[src/sv/ihc_pkg.sv]
// shared constants, codes and types of the ipv4 header classifier
package ihc_pkg;

  localparam int unsigned MAX_FRAME_DEF = 65535;
  localparam int CNT_W     = 16;
  localparam int CFG_IDX_W = 2;

  // header byte positions
  localparam int IDX_VER_IHL = 0;
  localparam int IDX_TLEN_HI = 2;
  localparam int IDX_TLEN_LO = 3;
  localparam int IDX_TTL     = 8;
  localparam int IDX_PROTO   = 9;
  localparam int IDX_SRC     = 12;
  localparam int IDX_DST     = 16;
  localparam int TP_FLAGS_OFS = 13;

  localparam logic [7:0]       PROTO_ICMP    = 8'd1;
  localparam logic [7:0]       PROTO_TCP     = 8'd6;
  localparam logic [7:0]       PROTO_UDP     = 8'd17;
  localparam logic [3:0]       IP_VERSION4   = 4'd4;
  localparam logic [3:0]       IHL_MIN       = 4'd5;
  localparam logic [CNT_W-1:0] MIN_HDR_BYTES = 16'd20;

  typedef enum logic [1:0] {
    CLS_NONE = 2'd0,
    CLS_ICMP = 2'd1,
    CLS_TCP  = 2'd2,
    CLS_UDP  = 2'd3
  } proto_class_t;

  typedef enum logic [CFG_IDX_W-1:0] {
    CFG_SHOW_TCP  = 2'd0,
    CFG_SHOW_UDP  = 2'd1,
    CFG_SHOW_ICMP = 2'd2
  } cfg_index_t;

  typedef struct packed {
    logic [CNT_W-1:0] count;
    logic [7:0]       version_ihl;
    logic [15:0]      total_length;
    logic [7:0]       ttl;
    logic [7:0]       protocol;
    logic [31:0]      src;
    logic [31:0]      dst;
    logic [31:0]      transport;
    logic [5:0]       flags;
  } hdr_view_t;

endpackage

[src/sv/ihc_capture.sv]
// byte counter and header field capture, with a view of the state after the current word
module ihc_capture import ihc_pkg::*; #(
  parameter int unsigned MaxFrame = MAX_FRAME_DEF
) (
  input  logic       clk,
  input  logic       rst_n,
  input  logic       byte_en,
  input  logic [7:0] data_byte,
  input  logic       last_byte,
  output hdr_view_t  view
);

  logic [CNT_W-1:0] count_r, count_nxt, count_view;
  logic [7:0]       vihl_r, vihl_nxt;
  logic [15:0]      tlen_r, tlen_nxt;
  logic [7:0]       ttl_r, ttl_nxt;
  logic [7:0]       proto_r, proto_nxt;
  logic [31:0]      src_r, src_nxt;
  logic [31:0]      dst_r, dst_nxt;
  logic [31:0]      tp_r, tp_nxt;
  logic [5:0]       flags_r, flags_nxt;
  logic             start, run;
  logic [6:0]       tp_ofs;

  always_comb begin
    start = (count_r == '0);
    run   = (count_r < CNT_W'(MaxFrame));

    // first word of a packet sees cleared capture state
    vihl_nxt  = start ? '0 : vihl_r;
    tlen_nxt  = start ? '0 : tlen_r;
    ttl_nxt   = start ? '0 : ttl_r;
    proto_nxt = start ? '0 : proto_r;
    src_nxt   = start ? '0 : src_r;
    dst_nxt   = start ? '0 : dst_r;
    tp_nxt    = start ? '0 : tp_r;
    flags_nxt = start ? '0 : flags_r;

    if (run) begin
      if (count_r == CNT_W'(IDX_VER_IHL)) vihl_nxt = data_byte;
      if (count_r == CNT_W'(IDX_TLEN_HI)) tlen_nxt[15:8] = data_byte;
      if (count_r == CNT_W'(IDX_TLEN_LO)) tlen_nxt[7:0] = data_byte;
      if (count_r == CNT_W'(IDX_TTL)) ttl_nxt = data_byte;
      if (count_r == CNT_W'(IDX_PROTO)) proto_nxt = data_byte;
      for (int k = 0; k < 4; k++) begin
        if (count_r == CNT_W'(IDX_SRC + k)) src_nxt[8*(3-k) +: 8] = data_byte;
        if (count_r == CNT_W'(IDX_DST + k)) dst_nxt[8*(3-k) +: 8] = data_byte;
      end
    end

    // transport offset follows the ihl, including the one just written
    tp_ofs = {1'b0, vihl_nxt[3:0], 2'b00};
    if (run) begin
      for (int k = 0; k < 4; k++) begin
        if (count_r == CNT_W'(tp_ofs) + CNT_W'(k)) tp_nxt[8*(3-k) +: 8] = data_byte;
      end
      if (count_r == CNT_W'(tp_ofs) + CNT_W'(TP_FLAGS_OFS)) flags_nxt = data_byte[5:0];
    end

    count_view = run ? count_r + 1'b1 : count_r;
    count_nxt  = last_byte ? '0 : count_view;
  end

  always_ff @(posedge clk) begin
    if (!rst_n) begin
      count_r <= '0;
    end else if (byte_en) begin
      count_r <= count_nxt;
    end
  end

  always_ff @(posedge clk) begin
    if (byte_en) begin
      vihl_r  <= vihl_nxt;
      tlen_r  <= tlen_nxt;
      ttl_r   <= ttl_nxt;
      proto_r <= proto_nxt;
      src_r   <= src_nxt;
      dst_r   <= dst_nxt;
      tp_r    <= tp_nxt;
      flags_r <= flags_nxt;
    end
  end

  always_comb begin
    view.count        = count_view;
    view.version_ihl  = vihl_nxt;
    view.total_length = tlen_nxt;
    view.ttl          = ttl_nxt;
    view.protocol     = proto_nxt;
    view.src          = src_nxt;
    view.dst          = dst_nxt;
    view.transport    = tp_nxt;
    view.flags        = flags_nxt;
  end

endmodule

[src/sv/ipv4_header_classifier_core.sv]
// Takes an IPv4 packet one byte per word and on the word marked last returns one result word
// with the header checks, the protocol class and the captured header and transport fields.
// A byte word is taken every cycle; the result word is loaded at the edge that takes the last
// byte and is offered from the next cycle, and the next packet may start in that same cycle.
// The input stalls only while a result waits in the output register and out_ready is low.
// Bytes past MaxFrame are neither counted nor captured. Configuration writes are taken at any
// time (cfg_ready is always high).
module ipv4_header_classifier_core import ihc_pkg::*; #(
  parameter int unsigned MaxFrame = MAX_FRAME_DEF
) (
  input  logic                 clk,
  input  logic                 rst_n,
  input  logic                 in_valid,
  output logic                 in_ready,
  input  logic [7:0]           in_data_byte,
  input  logic                 in_last_byte,
  output logic                 out_valid,
  input  logic                 out_ready,
  output logic                 out_accepted,
  output logic                 out_shown,
  output logic [1:0]           out_proto_class,
  output logic [31:0]          out_source_address,
  output logic [31:0]          out_dest_address,
  output logic [15:0]          out_source_port,
  output logic [15:0]          out_dest_port,
  output logic [7:0]           out_icmp_type,
  output logic [7:0]           out_icmp_code,
  output logic [7:0]           out_time_to_live,
  output logic [15:0]          out_packet_length,
  output logic [5:0]           out_tcp_flags,
  input  logic                 cfg_valid,
  output logic                 cfg_ready,
  input  logic [CFG_IDX_W-1:0] cfg_index,
  input  logic                 cfg_data
);

  hdr_view_t    view;
  logic         in_fire, res_fire;
  logic         show_tcp_r, show_udp_r, show_icmp_r;
  logic         out_valid_r;
  logic         hdr_ok, accepted, shown;
  proto_class_t cls;

  logic         accepted_r, shown_r;
  proto_class_t cls_r;
  logic [31:0]  src_r, dst_r, tp_r;
  logic [7:0]   ttl_r;
  logic [15:0]  len_r;
  logic [5:0]   flags_r;

  assign in_ready  = !out_valid_r || out_ready;
  assign in_fire   = in_valid && in_ready;
  assign res_fire  = in_fire && in_last_byte;
  assign cfg_ready = 1'b1;

  ihc_capture #(.MaxFrame(MaxFrame)) u_capture (
    .clk       (clk),
    .rst_n     (rst_n),
    .byte_en   (in_fire),
    .data_byte (in_data_byte),
    .last_byte (in_last_byte),
    .view      (view)
  );

  always_ff @(posedge clk) begin
    if (!rst_n) begin
      show_tcp_r  <= 1'b1;
      show_udp_r  <= 1'b1;
      show_icmp_r <= 1'b1;
    end else if (cfg_valid) begin
      unique case (cfg_index_t'(cfg_index))
        CFG_SHOW_TCP:  show_tcp_r  <= cfg_data;
        CFG_SHOW_UDP:  show_udp_r  <= cfg_data;
        CFG_SHOW_ICMP: show_icmp_r <= cfg_data;
        default: ;
      endcase
    end
  end

  always_comb begin
    hdr_ok = (view.count >= MIN_HDR_BYTES)
          && (view.count == view.total_length)
          && (view.version_ihl[3:0] >= IHL_MIN)
          && (view.version_ihl[7:4] == IP_VERSION4);
    cls   = CLS_NONE;
    shown = 1'b0;
    if (hdr_ok) begin
      unique case (view.protocol)
        PROTO_ICMP: begin
          cls   = CLS_ICMP;
          shown = show_icmp_r;
        end
        PROTO_TCP: begin
          cls   = CLS_TCP;
          shown = show_tcp_r;
        end
        PROTO_UDP: begin
          cls   = CLS_UDP;
          shown = show_udp_r;
        end
        default: ;
      endcase
    end
    accepted = (cls != CLS_NONE);
  end

  always_ff @(posedge clk) begin
    if (!rst_n) begin
      out_valid_r <= 1'b0;
    end else if (res_fire) begin
      out_valid_r <= 1'b1;
    end else if (out_ready) begin
      out_valid_r <= 1'b0;
    end
  end

  always_ff @(posedge clk) begin
    if (res_fire) begin
      accepted_r <= accepted;
      shown_r    <= shown;
      cls_r      <= cls;
      src_r      <= view.src;
      dst_r      <= view.dst;
      tp_r       <= view.transport;
      ttl_r      <= view.ttl;
      len_r      <= view.count;
      flags_r    <= view.flags;
    end
  end

  assign out_valid          = out_valid_r;
  assign out_accepted       = accepted_r;
  assign out_shown          = shown_r;
  assign out_proto_class    = cls_r;
  assign out_source_address = src_r;
  assign out_dest_address   = dst_r;
  assign out_source_port    = tp_r[31:16];
  assign out_dest_port      = tp_r[15:0];
  assign out_icmp_type      = tp_r[31:24];
  assign out_icmp_code      = tp_r[23:16];
  assign out_time_to_live   = ttl_r;
  assign out_packet_length  = len_r;
  assign out_tcp_flags      = flags_r;

endmodule

[config.mk]
export PLATFORM = sky130hd
export DESIGN_NAME = ipv4_header_classifier_core
export DESIGN_NICKNAME = d
export VERILOG_FILES = /design/src/sv/ihc_pkg.sv /design/src/sv/ihc_capture.sv /design/src/sv/ipv4_header_classifier_core.sv
export SDC_FILE = /design/constraint.sdc
export NUM_CORES = 1
export LEC_CHECK = 0
export BUFFER_PORTS_ARGS = -buffer_cell sky130_fd_sc_hd__buf_2
export CAP_MARGIN = 25
export CORE_MARGIN = 4
export CORE_UTILIZATION = 58
export DETAILED_ROUTE_END_ITERATION = 6
export HOLD_SLACK_MARGIN = 0.02
export PLACE_DENSITY = 0.92
export SLEW_MARGIN = 20
export SYNTH_ARGS = -nofsm -noshare
export SYNTH_HDL_FRONTEND = slang
export SYNTH_SLANG_ARGS = --single-unit
export TNS_END_PERCENT = 1
[constraint.sdc]
create_clock -name clk -period 9.3 [get_ports clk]
set_input_delay 0.465 -clock clk [delete_from_list [all_inputs] [get_ports clk]]
set_output_delay 0.465 -clock clk [all_outputs]
set_load 0.02 [all_outputs]
# --- Word-level counts from Yosys, hierarchy flattened ---
# Index checks and enable logic that the tools add are counted.
classes:
  addsub: 5
  n_lt_le_gt_ge: 3
  n_eq_ne: 24
  muxes: 41
  n_reduce_logical: 14
ops:
  columns: ["op", "n"]
  rows:
  - ["32-bit 2-to-1 mux", 6]
  - ["8-bit 2-to-1 mux", 23]
  - ["16-bit by 4-bit == test with 1-bit output (second input constant)", 6]
  - ["16-bit == test", 5]
  - ["16-bit by 5-bit == test with 1-bit output (second input constant)", 4]
  - ["16-bit 2-to-1 mux", 4]
  - ["16-bit by 2-bit == test with 1-bit output (second input constant)", 2]
  - ["6-bit 2-to-1 mux", 3]
  - ["16-bit by 1-bit adder with 16-bit output (second input constant)", 1]
  - ["16-bit by 6-bit == test with 1-bit output", 1]
  - ["16-bit by 5-bit greater-or-equal comparator with 1-bit output (second input constant)", 1]
  - ["16-bit logical NOT", 1]
  - ["16-bit less-than comparator (second input constant)", 1]
  - ["6-bit by 2-bit adder with 7-bit output (second input constant)", 2]
  - ["8-bit by 1-bit == test with 1-bit output (second input constant)", 1]
  - ["8-bit by 3-bit == test with 1-bit output (second input constant)", 1]
  - ["8-bit by 5-bit == test with 1-bit output (second input constant)", 1]
  - ["6-bit by 1-bit adder with 7-bit output (second input constant)", 1]
  - ["6-bit by 4-bit adder with 7-bit output (second input constant)", 1]
  - ["2-bit case mux with 3 select lines", 1]
  - ["2-bit AND reduction", 3]
  - ["1-bit logical AND", 5]
  - ["4-bit by 3-bit == test with 1-bit output (second input constant)", 1]
  - ["4-bit by 3-bit greater-or-equal comparator with 1-bit output (second input constant)", 1]
  - ["9 further kinds", 11]
totals:
  regBits: 292
  input_bits: 17
  word_cells: 109

# --- Longest topological paths before layout ---
logic_depth:
  ltp_word: 10
  ltp_mapped: 17
  depth_no_buf: 14

# --- Modules after synthesis ---
# From an unflattened synthesis, not the netlist that was laid out.
hier_totals:
  hier_cells: 1012
  hier_area_um2: 12694.7
by_module_without_submodules:
  columns: ["module", "n_inst", "cells_per_inst", "area_each_um2"]
  rows:
  - ["ihc_capture", 1, 804, 8159.1]
  - ["ipv4_header_classifier_core", 1, 208, 4535.6]

# --- Worst setup path after synthesis ---
# Ideal clock, no wire load.
synth_path:
  path_kind: "input -> register"
  startpoint: "input out_ready"
  endpoint: "register accepted_r, in the netlist out_accepted, enable pin"
  arrival_time_ps: 6612
  required_ps: 8817
  path_slack_ps: 2205
  cell_stages: 5
  path_buffers: 0
  cell_sequence: "nand2b_1 nand2_1 inv_1 nand2_1 inv_1"
synth_between:
  elab_chain_len: 3
synth_rtl:
  columns: ["item", "line", "source"]
  rows:
  - ["start, declared", "ipv4_header_classifier_core.sv:18", "input logic out_ready,"]
  - ["1-bit logical OR", "ipv4_header_classifier_core.sv:51", "assign in_ready = !out_valid_r || out_ready;"]
  - ["1-bit logical AND", "ipv4_header_classifier_core.sv:52", "assign in_fire = in_valid && in_ready;"]
  - ["via in_fire", "ipv4_header_classifier_core.sv:38", "logic in_fire, res_fire;"]
  - ["1-bit logical AND", "ipv4_header_classifier_core.sv:53", "assign res_fire = in_fire && in_last_byte;"]
  - ["via res_fire", "ipv4_header_classifier_core.sv:38", null]
  - ["end signal, assigned", "ipv4_header_classifier_core.sv:119", "accepted_r <= accepted;"]
  - ["end, declared", "ipv4_header_classifier_core.sv:44", "logic accepted_r, shown_r;"]
# The timed path passes the listed nets, and every way through them passes these cells.
# A chain may end at the register's enable or synchronous reset.

# --- Final worst setup path ---
layout_path:
  startpoint: "register u_capture.count_r[4]"
  endpoint: "register accepted_r, in the netlist out_accepted (data pin)"
layout_between:
  elab_chain_len: 10
  elab_cells_between_ends: 30
layout_rtl:
  columns: ["item", "line", "source"]
  rows:
  - ["start, declared", "ihc_capture.sv:13", "logic [CNT_W-1:0] count_r, count_nxt, count_view;"]
  - ["start signal, assigned", "ihc_capture.sv:68", "count_r <= count_nxt;"]
  - ["parallel branches: the longest is 8 deep, another holds 16-bit by 1-bit adder with 16-bit output", null, null]
  - ["2-bit 2-to-1 mux (*)", "ipv4_header_classifier_core.sv:87", "if (hdr_ok) begin"]
  - ["2-bit nonzero test (*)", "ipv4_header_classifier_core.sv:104", "accepted = (cls != CLS_NONE);"]
  - ["via accepted", "ipv4_header_classifier_core.sv:41", "logic hdr_ok, accepted, shown;"]
# Mark *: on every way through the listed nets, which the timed path passes.

==> summary.md <==
| Metric | Value |
|---|---|
| Largest net degree at the start of global routing | `about 90` |
| Sequential Power Share | `about 51%` |
| Slew HR | `a little over a third` |
| Fin Clk Skew | `approximately 0.017 ns` |
| Initial core utilization | `between 50% and 60%` |
| EDFF count, synth | `272` |
| CP Max Fanout | `16` |
| Static leakage | `5.52 nW` |
| R2R Path End | `out_accepted` |
| Int Power | `roughly 2.3 mW` |
| Period Utilization, post-route | `between 40% and 50%` |
| Power Density | `between 200 and 250 mW/mm^2` |
| Width of the die | `approximately 160 um` |
| Worst R2R Setup Slack | `approximately 5.2 ns` |
| Die Y | `approximately 160 um` |
| First-pass GRT wire length | `slightly below 50 mm` |
| Port Buffers | `164` |
| Worst Hold Endpoint | `show_tcp_r` |
| YS warnings | `0` |
| Setup CP Type | `register to register` |
| Sink Count | `about 300` |
| Maximum clock insertion buffer count | `3` |
| CTS H-tree depth | `1` |
| Core ar. | `roughly 0.021 mm^2` |
| Slew @ Worst Pin | `0.976 ns` |
| WL/cell | `between 20 and 25 um` |
| # hold bufs at CTS | `0` |
| Seq/Total Area, Yosys | `between 60 and 70%` |
| Drt pass-1 iters | `6` |
| Number of vias in the routed layout | `about 9,000` |
| FILL cells | `about 1,400` |
| Asr flop ratio synth | `0%` |
| Clk Latency, worst-skew pair | `approximately 0.55 ns` |
| CTS tree | `done` |
| Largest cells by area after synthesis | `edfxtp_1, nand2_1, mux2i_1` |
| Fmax | `approximately 240 MHz` |
| Total grt overflow | `0` |
| Post-CTS sizing | `0` |
| Post-route cell area | `approximately 0.014 mm^2` |
| Worst Hold Class | `input pin to register` |
| Yosys cell types | `58` |
| Gr usage total | `25.4%` |
| Die ar. | `approximately 0.024 mm^2` |
| Share of cells above drive strength 1 | `about a fifth` |
| Hold_sp | `cfg_data` |
| Dpl hpwl | `~20 mm` |
| Final wirelength | `between 30 and 40 mm` |
| Reg2Reg Depth | `11` |
| Synth area leader | `edfxtp_1` |
| Vias per std cell | `approximately 6.4` |
| Multi-input gate area | `between 0.003 and 0.004 mm^2` |
| Cts bufs inserted | `28` |
| Final hold slack | `roughly 0.17 ns` |
| FF-to-FF Start | `u_capture.count_r[4]` |
| Placed standard-cell area | `0.0134 mm^2` |
| Final net count | `approximately 1,100` |
| Placed cell count | `1,340` |
| Initial antenna violation count | `0` |
| Synth Area per Inst | `between 10 and 15 um^2` |
| Required @ worst endpoint | `9.69 ns` |
| Post-route ant nets | `0` |
| Non-filler instance count after layout | `roughly 1,400` |
| Crit path time final | `4.11 ns` |
| Ys flop type | `edfxtp_1` |
| Net Switching | `0.680 mW` |
| Clock transition at path regs | `approximately 0.07 ns` |
| Final setup viols | `0` |
| Net count after synthesis | `~1,000` |
| Switch share | `between 20% and 30%` |
| Startpoint Class | `register` |
| Clock power share | `41.7%` |
| Hold Path Stages | `3` |
| RSZ-0062 raised after global routing | `no` |
| Status | `finished clean` |
| DR iter-0 viols | `1,426` |
| Fin. max-slew vios | `0` |
| Maxcap violations | `0` |
| Fin. Hold Viols | `0` |
| Cell area after synthesis | `0.0125 mm^2` |
| Worst Setup End Kind | `register` |
| Sum of negative setup slack | `0 ns` |
| Comb pwr share | `about 7.0%` |
| Synthesis-stage register bit count | `about 290` |
| # IOs | `~170` |
| Area delta synth->final | `14.9%` |
| ANT cells | `0` |
| GPL Wtd Cong | `about 0.91` |
| Residual DRC | `0` |
| Top cell type's share of synthesized area | `roughly two thirds` |
| Row cnt | `53` |
| Critical path arrival | `about 4.5 ns` |
| Post-CTS setup buffer count | `0` |
| Register area | `roughly 0.0086 mm^2` |
| Clock root buffer master | `clkbuf_16` |
| Gate count after technology mapping | `slightly below 1,000` |
| Vias in the first global route | `between 8,000 and 9,000` |
| IR drop worst, VDD | `roughly 0.14 mV` |
layout by cell type, fill, tap and decap left out, drive strengths merged, types with 5 or more instances in the layout:
cell    instances
nor2b          14
a22o           14
inv            21
bufinv          7
and3            5
clkinv         14
nor3           13
nor2           22
clkbuf         31
nand2         154
nor4           14
buf           171
xnor2          14
nand3          56
nand4          17
dfxtp          20
mux2i          51
a31oi           7
a22oi          13
xor2           14
and2            6
o21ai          93
a21oi          15
and4            8
ha              6
edfxtp        272
registers in the layout (all words and copies together) (netlist names), 6 cells and up:
| signal | count |
|---|---|
| u_capture.flags_r | 6 |
| u_capture.tlen_r | 16 |
| u_capture.src_r | 32 |
| out_dest_address | 32 |
| out_tcp_flags | 6 |
| out_time_to_live | 8 |
| u_capture.vihl_r | 8 |
| out_packet_length | 16 |
| u_capture.ttl_r | 8 |
| u_capture.dst_r | 32 |
| u_capture.proto_r | 8 |
| u_capture.count_r | 16 |
| u_capture.tp_r | 32 |
| out_source_address | 32 |
| tp_r | 32 |
cell families (layout without fill, tap and decap cells):
kind of cell	Yosys count	after routing	synth area share, %
adder cells (fa/ha/maj)	6	6	0.598
other	1	1	0.0299
XOR/XNOR	28	28	1.95
flip-flops	292	292	68.3
AO/OA/AOI/OAI	165	165	8.05
AND/OR/NAND/NOR	328	328	13.0
multiplexers	53	53	4.25
buffers and inverters	105	245	3.87
routing by layer:
metal / up-vias / GRT usage [%] / routed length, um
met2: 670 / 41.6 / 15500
met5: - / 0 / 0
met1: 4295 / 33.9 / 11700
li1: 3855 / - / -
met3: 138 / 4.76 / 3480
met4: 0 / 10.0 / 1410
stage by stage:
stage,util [%],setup WS [ns],total power [mW]
6_report,68.2,5.19,2.99
5_1_grt,68.2,5.04,3.07
4_1_cts,68.0,5.40,2.98
3_5_place_dp,63.3,5.50,1.76
3_3_place_gp,63.1,5.61,1.75
2_1_floorplan,-,2.21,1.70
cell type report:
cell class | count | share of cell area [%]
clock inverter | 21 | 2.03
multi-input combinational | 581 | 24.3
clock buffer | 31 | 4.94
timing repair buffer | 171 | 6.33
inverter | 22 | 0.625
sequential | 292 | 59.4
tap | 275 | 2.39
how the worst max path moves through the flow:
stage | start | end | slack [ns]
floorplan | out_ready | out_accepted | 2.21
finish | u_capture.count_r[4] | out_accepted | 5.19
global route | u_capture.count_r[4] | out_tcp_flags[3] | 5.04
global placement | out_ready | out_source_address[29] | 5.61
CTS | u_capture.count_r[4] | out_accepted | 5.40
detailed placement | u_capture.count_r[4] | u_capture.tp_r[20] | 5.50
power groups by stage:
stage / Clock, mW / Sequential (mW) / Combinational [mW]
2_1_floorplan: 0 / 1.59 / 0.105
3_3_place_gp: 0 / 1.56 / 0.193
3_5_place_dp: 0 / 1.56 / 0.201
4_1_cts: 1.25 / 1.53 / 0.204
5_1_grt: 1.31 / 1.54 / 0.222
6_report: 1.25 / 1.53 / 0.210
worst max-delay path: stages, from the launching register on:
cell and delay [ns]:
dfxtp_1 0.52, nor4_1 0.78, and4_1 0.47, mux2i_1 0.47, ha_1 0.23, nand2b_1 0.16
a21oi_1 0.12, a211oi_1 0.24, a41oi_1 0.09, nor4_2 0.36, nand4_1 0.26, nor3_1 0.24
Yosys cell counts, drive strengths merged (3+ instances only):
master and number:
o211ai 4, a31oi 7, buf 35, and2 6, inv 20, a21oi 15, a22oi 13, nand2 154
xor2 14, nor2b 14, nor3 13, clkbuf 48, xnor2 14, nand3 56, and3 5, nand4 17
dfxtp 20, mux2i 51, nor2 22, nand2b 4, ha 6, nor3b 4, o41ai 3, a22o 14
nor4 14, edfxtp 272, or4 4, o21ai 93, and4 8
No activity file was read; power rests on OpenSTA's default activity.
